### src/ppp_pkg.sv
// ----------------------------------------------------------------------------
// ppp_pkg
// Shared types and constants of the perspective point projector.
// ----------------------------------------------------------------------------
package ppp_pkg;

  localparam int ANG_WIDTH  = 16;
  localparam int ANG_FRAC   = 14;
  localparam int FIFO_DEPTH = 4;

  localparam logic signed [ANG_WIDTH-1:0] ANG_ONE = 16'sd16384;

  typedef enum logic {
    OP_POINT,
    OP_RECT
  } op_t;

  typedef enum logic [2:0] {
    REG_CENTER_X,
    REG_CENTER_Y,
    REG_EYE_DISTANCE,
    REG_COS_ANGLE,
    REG_SIN_ANGLE
  } reg_index_t;

  typedef enum logic [1:0] {
    CORNER_TL,
    CORNER_TR,
    CORNER_BR,
    CORNER_BL
  } corner_t;

  typedef enum logic {
    FR_IDLE,
    FR_RECT
  } fr_state_t;

  // Per-point control that follows the coordinates down the pipeline
  typedef struct packed {
    corner_t corner;
    logic    last;
  } pt_tag_t;

endpackage

### src/ppp_fifo.sv
// ----------------------------------------------------------------------------
// ppp_fifo
// Short queue of expanded points between the front end and the pipeline.
// ----------------------------------------------------------------------------
module ppp_fifo #(
  parameter int WIDTH = 8
) (
  input  logic             clk,
  input  logic             rst,
  input  logic             wr_valid,
  output logic             wr_ready,
  input  logic [WIDTH-1:0] wr_data,
  output logic             rd_valid,
  input  logic             rd_ready,
  output logic [WIDTH-1:0] rd_data
);

  localparam int DEPTH = ppp_pkg::FIFO_DEPTH;
  localparam int PW    = $clog2(DEPTH);
  localparam int CNTW  = $clog2(DEPTH + 1);

  logic [WIDTH-1:0] mem [0:DEPTH-1];
  logic [PW-1:0]    wr_ptr, rd_ptr;
  logic [CNTW-1:0]  count;
  logic             wr_en, rd_en;

  assign wr_ready = (count != CNTW'(DEPTH));
  assign rd_valid = (count != '0);
  assign wr_en    = wr_valid && wr_ready;
  assign rd_en    = rd_valid && rd_ready;
  assign rd_data  = mem[rd_ptr];

  always_ff @(posedge clk) begin
    if (wr_en) begin
      mem[wr_ptr] <= wr_data;
    end
  end

  always_ff @(posedge clk) begin
    if (rst) begin
      wr_ptr <= '0;
      rd_ptr <= '0;
      count  <= '0;
    end else begin
      if (wr_en) begin
        wr_ptr <= (wr_ptr == PW'(DEPTH - 1)) ? '0 : wr_ptr + 1'b1;
      end
      if (rd_en) begin
        rd_ptr <= (rd_ptr == PW'(DEPTH - 1)) ? '0 : rd_ptr + 1'b1;
      end
      count <= count + CNTW'(wr_en) - CNTW'(rd_en);
    end
  end

endmodule

### config.mk
export PLATFORM = sky130hd
export DESIGN_NAME = ppp_fifo
export DESIGN_NICKNAME = d
export VERILOG_FILES = /design/src/ppp_pkg.sv /design/src/ppp_fifo.sv
export SDC_FILE = /design/constraint.sdc
export NUM_CORES = 1
export LEC_CHECK = 0
export BUFFER_PORTS_ARGS = -buffer_cell sky130_fd_sc_hd__buf_2
export CAP_MARGIN = 40
export CORE_ASPECT_RATIO = 0.8
export CORE_MARGIN = 2
export CORE_UTILIZATION = 35
export CTS_BUF_LIST = sky130_fd_sc_hd__clkbuf_8
export DETAILED_ROUTE_END_ITERATION = 7
export GPL_TIMING_DRIVEN = 1
export HOLD_SLACK_MARGIN = 0.08
export PLACE_DENSITY = 0.58
export SLEW_MARGIN = 20
export SYNTH_ARGS = -nofsm -noshare
export SYNTH_HDL_FRONTEND = slang
export SYNTH_SLANG_ARGS = --single-unit
### constraint.sdc
create_clock -name clk -period 2.4 [get_ports clk]
set_input_delay 0.72 -clock clk [delete_from_list [all_inputs] [get_ports clk]]
set_output_delay 0.72 -clock clk [all_outputs]
set_load 0.005 [all_outputs]
== Word level (Yosys, flattened, before mapping) ==
Memory sizes are Yosys's and may differ from the RTL's. A register that Yosys moved wholly into a read port is not among the register bits.
Index checks and enable logic that the tools add are counted.

* Bits in registers: 7
* Latch bits: 0
* RAM bits: 32
* ROM bits: 0
* Output and inout port bits: 10
* Memories kept: 1

{| class="wikitable"
|+ Memories
! name !! depth !! width !! read ports !! clocked after Yosys merged registers in !! write ports !! line !! source
|-
| mem || 4 || 8 || 1 || 1 || 1 || ppp_fifo.sv:22 || <nowiki>logic [WIDTH-1:0] mem [0:DEPTH-1];</nowiki>
|}

* $add $sub $neg: 4
* Multiply operators: 0
* Div/mod/pow operators: 0
* Order comparisons: 0
* Eq/ne operators: 3
* Shift operators: 0
* Muxes and demuxes: 6
* Bitwise logic cells: 0
* Reduce and logical (&&, ||, !) cells: 3

{| class="wikitable"
|+ Operators with widths
! cell !! count
|-
| $mux 2 || 4
|-
| $add 2x1->2 const B || 2
|-
| $eq 2x2->1 const B || 2
|-
| $add 3x1->3 || 1
|-
| $ne 3x3->1 const B || 1
|-
| $reduce_bool 3->1 || 1
|-
| $sub 3x1->3 || 1
|-
| $logic_and 1x1->1 || 2
|-
| $mux 1 || 2
|}

== Depth between registers and ports, before layout ==
* Depth in word-level cells: 4
* Depth in mapped cells: 11
* Depth with buffers taken out: 10

== Least setup slack after synthesis ==
No wires, ideal clock.

* Kind: input to register
* Start: input rd_ready
* End: register count[2]
* Arrival: 2.184 ns
* Path slack: 0.139 ns
* Cell stages on the path: 10
* Path through: o31ai_1 -> inv_1 -> ha_1 -> inv_1 -> ha_1 -> inv_1 -> fa_1 -> xor2_1 -> and2_2 -> nor3_1

* Cells in the longest elaborated chain, start to end: 2

{| class="wikitable"
|+ Ends and longest elaborated chain
! what !! line !! source
|-
| start: declaration || ppp_fifo.sv:14 || <nowiki>input logic rd_ready,</nowiki>
|-
| $logic_and 1x1->1 || ppp_fifo.sv:30 || <nowiki>assign rd_en = rd_valid && rd_ready;</nowiki>
|-
| $sub 3x1->3 || ppp_fifo.sv:51 || <nowiki>count <= count + CNTW'(wr_en) - CNTW'(rd_en);</nowiki>
|-
| end signal: assignment || ppp_fifo.sv:51 ||
|-
| end: declaration || ppp_fifo.sv:24 || <nowiki>logic [CNTW-1:0] count;</nowiki>
|}

No other way between the ends.
A chain may end at the register's enable or synchronous reset.

== Worst setup path after layout ==
* Start: register count[1]
* End: register count[2]

* Cells in the longest elaborated chain, start to end: 4
* Elaborated cells on any way between the ends: 6
* Classes of those cells: 2 x add/sub; 1 x eq/ne; 3 x reduce/logical

{| class="wikitable"
|+ Ends and longest elaborated chain
! what !! line !! source
|-
| $ne 3x3->1 || ppp_fifo.sv:27 || <nowiki>assign wr_ready = (count != CNTW'(DEPTH));</nowiki>
|-
| $logic_and 1x1->1 || ppp_fifo.sv:29 || <nowiki>assign wr_en = wr_valid && wr_ready;</nowiki>
|-
| $add 3x1->3 || ppp_fifo.sv:51 ||
|-
| $sub 3x1->3 (*) || ppp_fifo.sv:51 ||
|}

Every way passes the cells marked *; elsewhere a longest branch is shown, timed or not.

==> flow_summary_export.csv <==
group,metric,value,unit
outcome,status,"completed",
logic_synthesis,netlist_top_cells_count,"edfxtp_1, dfxtp_1, mux4_2",
min_path,hp-start,"rd_ptr[0]",
setup_path,reg2regPathDepth,10,
timing,fin_ws,0.166,ns
pwr,p_sw,500,µW
logic_synthesis,syn_area_per_cell,17.9,µm²
clocking,tritoncts,"yes",
pwr,cellPowerDensity,970,nW/µm²
final_layout,nNetsFinal,139,
logic_synthesis,syn_area,1630,µm²
timing,period_share,0.931,
global_route,overflow,0,
clocking,ctsResizeCount,0,
pwr,switching_share,0.268,
logic_synthesis,yosysMostFrequentCell,"edfxtp_1",
logic_synthesis,syn_nets,111,
clocking,clk_latency,0.29,ns
global_route,grt_max_degree,14,
pwr,leakage,0.722,nW
logic_synthesis,ys_ff_latch,41,
global_route,grt.total_usage,0.113,
drt,ant_nets,0,
logic_synthesis,netlist.area_leader.share,0.589,
timing,fmax,448,MHz
die,die_w,80.4,µm
die,die-area,5230,µm²
logic_synthesis,yosysUniqueCellTypes,26,
global_route,grt_pass1_wl,4.17,mm
timing,slew_headroom,0.725,
setup_path,rr_endpoint,"count[2]",
die,ioPinCount,22,
clocking,post-cts-setup-buffers,0,
drt,avgRoutedWirePerCell,14.6,µm
timing,final-max-slew-violation-count,0,
min_path,hold_path.class,"reg2reg",
final_layout,regArea,1140,µm²
pwr,peakVddDrop,0.350,mV
global_route,grt_pass1_vias,875,
die,core,4540,µm²
logic_synthesis,synthTopCellsByArea,"edfxtp_1, dfxtp_1, mux4_2",
setup_path,crit_path_cell_trace,"or3b_4, nand2_2, ha_1, inv_1, ha_1, inv_1, fa_1, xor2_1, and2_2, nor3_2",
logic_synthesis,synthArstFlopShare,0,
clocking,cts_sinks,41,
global_route,grtUsageMet2,0.178,
final_layout,fill_cells,435,
global_route,grtUsageMet1,0.141,
setup_path,reg2reg_from,"count[1]",
drt,drc_errors,0,
global_route,busiest_layer,"met2",
die,die_h,65.1,µm
setup_path,crit_arrival,2.45,ns
min_path,min_path_cells,2,
logic_synthesis,synth_xor_area_frac,0.00536,
logic_synthesis,ys.flop_type,"edfxtp_1",
logic_synthesis,yosys.area.top_type,"edfxtp_1",
logic_synthesis,yosysSeqAreaShare,0.699,
clocking,ctsHoldBuffers,0,
clocking,cts_buffer_depth,2,
setup_path,critPathRequiredTime,2.62,ns
clocking,clk_pin_slew_worst_paths,0.08,ns
setup_path,path_buf_inv,2,
timing,clock_skew,0.0108,ns
clocking,cts_root_buf,"clkbuf_8",
pwr,clkPwrFrac,0.243,
global_route,grt_util_met3,0.0357,
timing,final_hold_viol_count,0,
place,hpwl,1.80,mm
timing,worst_slew_pin_slew,0.412,ns
final_layout,multiInputGateArea,459,µm²
die,start_util,0.360,
setup_path,cp.depth,10,
place,dp_slack,-0.0435,ns
setup_path,slowest_delay,0.41,ns
final_layout,drive_gt1_frac,0.425,
setup_path,critPathSlowestCell,"or3b_4",
global_route,antenna_found_initial,0,
setup_path,cp_max_fo,5,
timing,finalCriticalPeriod,2.23,ns
pwr,pwr-share-comb,0.255,
logic_synthesis,muxShareOfSynthArea,0.116,
clocking,htreeDepth,2,
die,rows,22,
pwr,intPower,1.37,mW
setup_path,path_class,"reg2reg",
drt,totalWireLength,2.64,mm
logic_synthesis,synth_top_family_by_area,"multiplexers",
drt,drt_iter0_drc,29,
logic_synthesis,ys_warn_count,0,
logic_synthesis,synthSimpleGateAreaFrac,0.0628,
pwr,total_power,1.87,mW
final_layout,area_growth,17.9,%
setup_path,r2r_slack,0.17,ns
clocking,numCtsBuffers,5,
setup_path,critPathLaunchType,"register",
flow_run,cap_violations,0,
logic_synthesis,synthCells,91,
setup_path,critPathCaptureType,"register",
pwr,power_frac_seq,0.502,
logic_synthesis,synth_fa_ha_area_frac,0.0659,
timing,rsz0062_at_grt,"no",
place,numPortBuffers,21,
final_layout,antenna_cells,0,
setup_path,crit_family,"simple AND/OR/NAND/NOR gates",
place,gp_congestion,0.784,
drt,drt-vias-per-instance,4.66,
timing,finalSetupViolCount,0,
drt,first_pass_iters,4,
logic_synthesis,synth_compound_area_frac,0.0245,
logic_synthesis,synth_edf_count,32,
drt,vias,838,
worst max path at each step:
stage / from / endpoint / slack [ns]
finish: count[1] / count[2] / 0.17
global route: count[1] / count[2] / 0.02
global placement: rd_ready / count[2] / 0.07
floorplan: rd_ready / count[2] / 0.14
CTS: count[1] / count[2] / 0.07
detailed placement: rd_ready / count[2] / -0.04
area by class of cell:
cell class,count,area share
Clock buffer,6,0.0429
Timing Repair Buffer,25,0.0702
Clock inverter,2,0.00585
Tap cell,60,0.0390
Inverter,5,0.00975
Sequential cell,41,0.594
Multi-Input combinational cell,41,0.238
state kept, by name, indices dropped and copies added (netlist names), named ones only:
signal,cells
count,3
mem,32
rd_ptr,2
wr_ptr,2
kinds of logic (layout without fill, tap and decap cells):
kind of cell    count (synthesis)  in the layout
compound gates                  6              6
xor+xnor                        1              1
fa+ha+maj                       8              8
buf+inv                         9             38
flops                          41             41
mux                             9              9
simple gates                   17             17
layout by cell type (no fill, tap or decap), types with 2 or more instances in the layout:
master / count
dfxtp_2: 2
buf_2: 21
clkbuf_8: 6
a211o_1: 2
dfxtp_1: 7
or3_1: 2
buf_4: 4
and3_2: 4
edfxtp_1: 32
nor2_1: 3
o21ai_0: 2
mux4_2: 8
ha_1: 7
inv_1: 6
metrics by stage:
step | util | cells | hold slack, ns | cell area, µm² | setup TNS, ns
floorplan | - | 91 | 0.463 | 1630 | 0
global placement | 0.401 | 172 | 0.480 | 1820 | 0
detailed placement | 0.401 | 172 | 0.496 | 1820 | -0.0435
CTS | 0.421 | 180 | 0.508 | 1910 | 0
global route | 0.424 | 180 | 0.540 | 1930 | 0
finish | 0.424 | 180 | 0.502 | 1930 | 0
power by group through the flow:
| stage | logic, mW | clock network [mW] | registers [mW] |
|---|---|---|---|
| 2_1_floorplan | 0.325 | 0 | 0.925 |
| 3_3_place_gp | 0.455 | 0 | 0.943 |
| 3_5_place_dp | 0.474 | 0 | 0.949 |
| 4_1_cts | 0.478 | 0.468 | 0.933 |
| 5_1_grt | 0.545 | 0.492 | 0.951 |
| 6_report | 0.477 | 0.453 | 0.937 |
per-layer routing:
metal  up-vias  part of all wire
met4         0             0.020
met1       414              0.46
met2        19              0.47
li1        399                 -
met5         -                 0
met3         6             0.050
worst min-delay path, delay by kind of cell, from the launching register on:
family	cells	cell delay, ns
DFF	1	0.33
and+or+nand+nor	1	0.05
AOI/OAI and AO/OA	1	0.07
(Power assumes the default switching activity.)
