**src/ppp_pkg.sv**
```systemverilog
// ----------------------------------------------------------------------------
// ppp_pkg
// Shared types and constants of the perspective point projector.
// ----------------------------------------------------------------------------
package ppp_pkg;

  localparam int ANG_WIDTH  = 16;
  localparam int ANG_FRAC   = 14;
  localparam int FIFO_DEPTH = 4;

  localparam logic signed [ANG_WIDTH-1:0] ANG_ONE = 16'sd16384;

  typedef enum logic {
    OP_POINT,
    OP_RECT
  } op_t;

  typedef enum logic [2:0] {
    REG_CENTER_X,
    REG_CENTER_Y,
    REG_EYE_DISTANCE,
    REG_COS_ANGLE,
    REG_SIN_ANGLE
  } reg_index_t;

  typedef enum logic [1:0] {
    CORNER_TL,
    CORNER_TR,
    CORNER_BR,
    CORNER_BL
  } corner_t;

  typedef enum logic {
    FR_IDLE,
    FR_RECT
  } fr_state_t;

  // Per-point control that follows the coordinates down the pipeline
  typedef struct packed {
    corner_t corner;
    logic    last;
  } pt_tag_t;

endpackage

```
**src/ppp_front.sv**
```systemverilog
// ----------------------------------------------------------------------------
// ppp_front
// Accepts input items, passes points on and expands a rectangle into its
// four corner points, one per cycle while p_ready is high.
// ----------------------------------------------------------------------------
module ppp_front #(
  parameter int COORD_WIDTH = 24
) (
  input  logic                          clk,
  input  logic                          rst,
  input  logic                          s_valid,
  output logic                          s_ready,
  input  ppp_pkg::op_t                  s_op,
  input  logic signed [COORD_WIDTH-1:0] s_pos_x,
  input  logic signed [COORD_WIDTH-1:0] s_pos_y,
  input  logic signed [COORD_WIDTH-1:0] s_pos_z,
  input  logic        [COORD_WIDTH-2:0] s_rect_width,
  input  logic        [COORD_WIDTH-2:0] s_rect_height,
  output logic                          p_valid,
  input  logic                          p_ready,
  output logic signed [COORD_WIDTH:0]   p_x,
  output logic signed [COORD_WIDTH:0]   p_y,
  output logic signed [COORD_WIDTH-1:0] p_z,
  output ppp_pkg::pt_tag_t              p_tag
);

  localparam int W  = COORD_WIDTH;
  localparam int XW = W + 1;

  ppp_pkg::fr_state_t state, state_next;
  ppp_pkg::corner_t   k, k_next;
  logic signed [W-1:0] bx, by;
  logic        [W-2:0] bw, bh;
  logic                load;
  logic                add_w, add_h;

  always_ff @(posedge clk) begin
    if (rst) begin
      state <= ppp_pkg::FR_IDLE;
      k     <= ppp_pkg::CORNER_TL;
    end else begin
      state <= state_next;
      k     <= k_next;
    end
  end

  // Hold the rectangle while its corners are sent
  always_ff @(posedge clk) begin
    if (load) begin
      bx <= s_pos_x;
      by <= s_pos_y;
      bw <= s_rect_width;
      bh <= s_rect_height;
    end
  end

  assign add_w = (k == ppp_pkg::CORNER_TR) || (k == ppp_pkg::CORNER_BR);
  assign add_h = (k == ppp_pkg::CORNER_BR) || (k == ppp_pkg::CORNER_BL);

  always_comb begin
    state_next   = state;
    k_next       = k;
    load         = 1'b0;
    s_ready      = 1'b0;
    p_valid      = 1'b0;
    p_x          = XW'(s_pos_x);
    p_y          = XW'(s_pos_y);
    p_z          = s_pos_z;
    p_tag.corner = ppp_pkg::CORNER_TL;
    p_tag.last   = 1'b1;
    unique case (state)
      ppp_pkg::FR_IDLE: begin
        s_ready = p_ready;
        p_valid = s_valid;
        if (s_op == ppp_pkg::OP_RECT) begin
          p_z        = '0;
          p_tag.last = 1'b0;
          if (s_valid && p_ready) begin
            load       = 1'b1;
            state_next = ppp_pkg::FR_RECT;
            k_next     = ppp_pkg::CORNER_TR;
          end
        end
      end
      ppp_pkg::FR_RECT: begin
        p_valid      = 1'b1;
        p_x          = add_w ? XW'(bx) + XW'({1'b0, bw}) : XW'(bx);
        p_y          = add_h ? XW'(by) + XW'({1'b0, bh}) : XW'(by);
        p_z          = '0;
        p_tag.corner = k;
        p_tag.last   = (k == ppp_pkg::CORNER_BL);
        if (p_ready) begin
          k_next = ppp_pkg::corner_t'(k + 2'd1);
          if (k == ppp_pkg::CORNER_BL) begin
            state_next = ppp_pkg::FR_IDLE;
          end
        end
      end
      default: begin
        state_next = ppp_pkg::FR_IDLE;
      end
    endcase
  end

  assert property (@(posedge clk) disable iff (rst)
    (state == ppp_pkg::FR_RECT) |-> !s_ready)
    else $error("input taken while a rectangle is expanding");

  assert property (@(posedge clk) disable iff (rst)
    (p_valid && p_tag.last) |->
      (p_tag.corner == ppp_pkg::CORNER_TL || p_tag.corner == ppp_pkg::CORNER_BL))
    else $error("last mark on a middle corner");

  assert property (@(posedge clk) disable iff (rst)
    (p_valid && p_ready && state == ppp_pkg::FR_RECT && p_tag.last)
      |=> (state == ppp_pkg::FR_IDLE))
    else $error("expander did not return to idle after the last corner");

endmodule

```
**config.mk**
```make
export PLATFORM = sky130hd
export DESIGN_NAME = ppp_front
export DESIGN_NICKNAME = d
export VERILOG_FILES = /design/src/ppp_pkg.sv /design/src/ppp_front.sv
export SDC_FILE = /design/constraint.sdc
export NUM_CORES = 1
export LEC_CHECK = 0
export BUFFER_PORTS_ARGS = -buffer_cell sky130_fd_sc_hd__buf_4
export CELL_PAD_IN_SITES_DETAIL_PLACEMENT = 0
export CELL_PAD_IN_SITES_GLOBAL_PLACEMENT = 1
export CORE_MARGIN = 2
export CORE_UTILIZATION = 39
export CTS_CLUSTER_DIAMETER = 50
export DETAILED_ROUTE_END_ITERATION = 16
export HOLD_SLACK_MARGIN = 0.12
export PLACE_DENSITY_LB_ADDON = 0.08
export SYNTH_ARGS = -nofsm -noshare
export SYNTH_HDL_FRONTEND = slang
export SYNTH_SLANG_ARGS = --single-unit
```
**constraint.sdc**
```tcl
create_clock -name clk -period 4.4 [get_ports clk]
set_input_delay 0.88 -clock clk [delete_from_list [all_inputs] [get_ports clk]]
set_output_delay 0.88 -clock clk [all_outputs]
set_load 0.01 [all_outputs]
```
# [After elaboration in Yosys (flattened, before gate mapping)]
# Index checks and enable logic that the tools add are counted.
[classes] add_sub_neg=3 eq_ne=6 mux=21 bitwise=1 n_reduce_logical=4
[op_table] operator="25-bit two-way mux" count=4
[op_table] operator="24-bit by 24-bit adder with 25-bit output" count=2
[op_table] operator="24-bit one-hot mux with 2 select lines" count=1
[op_table] operator="24-bit two-way mux" count=1
[op_table] operator="2-bit two-way mux" count=4
[op_table] operator="1-bit two-way mux" count=7
[op_table] operator="2-bit != test (second input constant)" count=3
[op_table] operator="1-bit one-hot mux with 2 select lines" count=3
[op_table] operator="2-bit == test (second input constant)" count=2
[op_table] operator="2-bit one-hot mux with 2 select lines" count=1
[op_table] operator="3-bit AND reduction" count=1
[op_table] operator="2-bit by 1-bit adder with 2-bit output (second input constant)" count=1
[op_table] operator="2-bit by 1-bit == test with 1-bit output (second input constant)" count=1
[op_table] operator="1-bit logical OR" count=2
[op_table] operator="1-bit logical AND" count=1
[op_table] operator="1-bit inverter" count=1
[word_totals] regBits=97 input_bits=123 elab_cells=41

# [Depth between registers and ports, before layout]
[depth] depth_word=4 depth_mapped=9 ltp_nobuf=9

# [Worst setup path after synthesis]
# OpenSTA, ideal clock, no wires.
[synth_timing] kind="input to register" start="input port p_ready" end="register bh[0] (enable)" setup_time_ps=465 arrival_ps=3408 required_ps=3935 slack_ps=527 cell_stages=2 path_cell_list="nor2b_1 and3_1"
[synth_via] elab_chain_cells=4
[synth_lines] item="start: declaration" line_no="ppp_front.sv:20" text="input logic p_ready,"
[synth_lines] item="1-bit logical AND" line_no="ppp_front.sv:78" text="if (s_valid && p_ready) begin"
[synth_lines] item="1-bit two-way mux" line_no="ppp_front.sv:78"
[synth_lines] item="1-bit two-way mux" line_no="ppp_front.sv:75" text="if (s_op == ppp_pkg::OP_RECT) begin"
[synth_lines] item="1-bit two-way mux" line_no="ppp_front.sv:71" text="unique case (state)"
[synth_lines] item="named net load" line_no="ppp_front.sv:34" text="logic load;"
[synth_lines] item="end signal: assignment" line_no="ppp_front.sv:53" text="bh <= s_rect_height;"
[synth_lines] item="end: declaration" line_no="ppp_front.sv:33" text="logic [W-2:0] bw, bh;"
# The timed path passes the listed nets, and every way through them passes these cells.
# A chain may end at the register's enable or synchronous reset.

# [Worst setup path after layout]
[layout_timing] start="register by[0]" end="output port p_y[20]"
[layout_via] elab_chain_cells=3
[layout_lines] item="start: declaration" line_no="ppp_front.sv:32" text="logic signed [W-1:0] bx, by;"
[layout_lines] item="start signal: assignment" line_no="ppp_front.sv:51" text="by <= s_pos_y;"
[layout_lines] item="24-bit by 24-bit adder with 25-bit output" line_no="ppp_front.sv:88" text="p_y = add_h ? XW'(by) + XW'({1'b0, bh}) : XW'(by);"
[layout_lines] item="25-bit two-way mux" line_no="ppp_front.sv:88"
[layout_lines] item="25-bit two-way mux" line_no="ppp_front.sv:71"
[layout_lines] item="end: declaration" line_no="ppp_front.sv:22" text="output logic signed [COORD_WIDTH:0] p_y,"
# No other way between the ends.

==> results.json <==
{
  "rsz0062_at_grt": "no",
  "totalWireLength_um": 18350,
  "endpoint_kind": "output port",
  "synth_cells": 677,
  "slew_viol_final": 0,
  "fin_setup_tns_ps": 0,
  "multi_input_area_um2": 3541,
  "dieArea_um2": 17980,
  "vdd_ir_drop_max_v": 0.0001922,
  "critPathLaunchType": "flip-flop",
  "worst_pin_slew_ps": 1002,
  "ys_warn_count": 0,
  "gr-total-overflow": 0,
  "worstSetupPathType": "reg2out",
  "synthFlopType": "edfxtp_1",
  "post_cts_buffers": 0,
  "status": "complete, no violations",
  "grt_max_degree": 59,
  "clockBufferDepth": 2,
  "dpl.hpwl_um": 13860,
  "synth_top_area_cell": "edfxtp_1",
  "yosysTopAreaCellShare": 0.4276,
  "finalHoldViolCount": 0,
  "grt_busiest_layer": "met2",
  "holdWs_ps": 499.3,
  "ant_nets": 0,
  "synthTopCellsByArea": "edfxtp_1 (43%), ha_1 (9.1%), a21oi_1 (5.5%), nor2_1 (3.6%), nand2_1 (3.4%)",
  "first_global_vias": 5825,
  "synth_edf_count": 94,
  "met2_usage": 0.3587,
  "max_slew_margin": 0.3297,
  "clockRootBuffer": "clkbuf_16",
  "hold_depth": 2,
  "placed_cell_area_um2": 8317,
  "drive_above_1_share": 0.2801,
  "die-height_um": 134.1,
  "powerDensity_nw_per_um2": 285.6,
  "total_power_mw": 2.471,
  "ys_ff_latch": 97,
  "required_ps": 3520,
  "finalSetupViolCount": 0,
  "hold_path.class": "reg2reg",
  "grt_pass1_wl_um": 28920,
  "fin_crit_sh": 0.9372,
  "clk_pin_slew_ps": 70,
  "core_area_um2": 16580,
  "reg2reg_depth": 3,
  "synth_cell_types": 66,
  "rows": 47,
  "htree_levels": 3,
  "insertion_delay_ps": 360,
  "final_nets": 1039,
  "fin_util": 0.5217,
  "die_x_um": 134.1,
  "cts_hold_buf": 0,
  "drtPass1Iterations": 4,
  "wl_per_cell_um": 16.82,
  "ios": 202,
  "met3_usage": 0.03855,
  "port_buffers": 201,
  "ys_async_sr_fraction": 0,
  "fin_area_um2": 8652,
  "initial_core_util": 0.3981,
  "cts_tree": "built",
  "post_cts_resized": 0,
  "vias": 5796,
  "synth-seq-area-share": 0.4367,
  "layout_commonest_cell": "buf_4",
  "antenna_cells": 0,
  "regArea_um2": 2887,
  "drtIter0Drc": 301,
  "crit_fanout": 3,
  "cp_data_arrival_time_ps": 3240,
  "synthToLayoutAreaGrowth_pct": 31.07,
  "syn_area_um2": 6601,
  "cts_made_buffers": 9,
  "viasPerCell": 5.313,
  "fin_skew_ps": 6.338,
  "power_leakage_nw": 3.639,
  "syn_avg_cell_area_um2": 9.751,
  "antenna_found_initial": 0,
  "layout_min_cycle_time_ps": 4124,
  "most-common-layout-cells": "buf_4 (207), edfxtp_1 (94), a21oi_1 (73)",
  "clock.fmax_ghz": 0.2425,
  "grt_util_all_layers": 0.2007,
  "maxCapViolCount": 0,
  "grt_use_met1": 0.2441,
  "syn_nets": 850,
  "drc": 0,
  "fillCellCount": 1575,
  "gp_congestion": 0.9064,
  "cts_sinks": 97
}
layout make-up:
type	count	share of cell area
clock buffers	10	0.02646
clock inverters	6	0.01229
inverters	16	0.006941
multi-input cells	535	0.4093
flip-flops and latches	97	0.3336
well taps	220	0.03181
repair buffers	207	0.1796
path summary, 6_finish.rpt:
| check | from | to | slack (ps) |
|---|---|---|---|
| max reg2reg | state | by[21] | 2250 |
| min | k[1] | k[1] | 500 |
| min reg2reg | k[1] | k[1] | 500 |
| max | by[0] | p_y[20] | 280 |
kinds of logic (layout without fill, tap and decap cells):
kind of cell,after synthesis,in the layout,share of synthesized area
simple gates,227,227,0.1674
xor+xnor,35,35,0.04644
fa+ha+maj,50,50,0.09704
buf+inv,45,239,0.02805
mux,10,10,0.01573
compound gates,213,213,0.2087
flops,97,97,0.4367
through the flow:
step,cells,worst slack [ps]
4_1_cts,1091,301.5
2_1_floorplan,677,527.1
5_1_grt,1091,113.7
3_5_place_dp,1075,693.1
3_3_place_gp,1075,764.4
6_report,1091,276.5
worst max-delay path: stages (launching register included):
cell and delay [ps]:
edfxtp_1 390, ha_1 280, fa_1 420, a21oi_1 190
o21ai_1 120, o21ai_1 330, nand3_1 130, a211o_1 310
and4b_1 190, or3_1 370, buf_4 150
sequential cells by signal, summed over array words and instances, names as in the netlist:
| signal | flops |
|---|---|
| bh | 23 |
| k | 2 |
| by | 24 |
| state | 1 |
| bx | 24 |
| bw | 23 |
Yosys cell counts, drive strengths merged, types with 2 or more instances:
cell     number
a21boi        3
nor3b         2
a311o         2
and2         28
a221oi        2
xor2         21
inv          16
o31ai         7
or2           4
o21ai        45
buf          10
nor2b        20
mux2          3
a211o         2
mux2i         7
fa            2
and4b         2
a211oi       11
nand2        61
or3           3
o21bai        3
and3          7
dfxtp         3
nand2b        4
xnor2        14
ha           48
nand4         9
nor3          7
a31oi        18
o221ai        4
edfxtp       94
a2111oi       3
a21o         19
nor2         63
a21oi        75
clkbuf       19
nand3        14
o211ai        5
o21a          4
power breakdown:
part / internal (mW) / leakage [nW] / total (mW) / switching (mW)
Clock: 0.553 / 0.160 / 0.905 / 0.352
Combinational: 0.252 / 2.59 / 0.500 / 0.248
Sequential: 1.05 / 0.887 / 1.07 / 0.0212
Total: 1.85 / 3.64 / 2.47 / 0.620
layer usage:
metal,up-vias,routed length [µm]
met5,-,0
met1,2709,7735
met2,168,9351
met3,25,895
li1,2894,-
met4,0,363
Note: power is estimated with default switching activity, not from simulation.
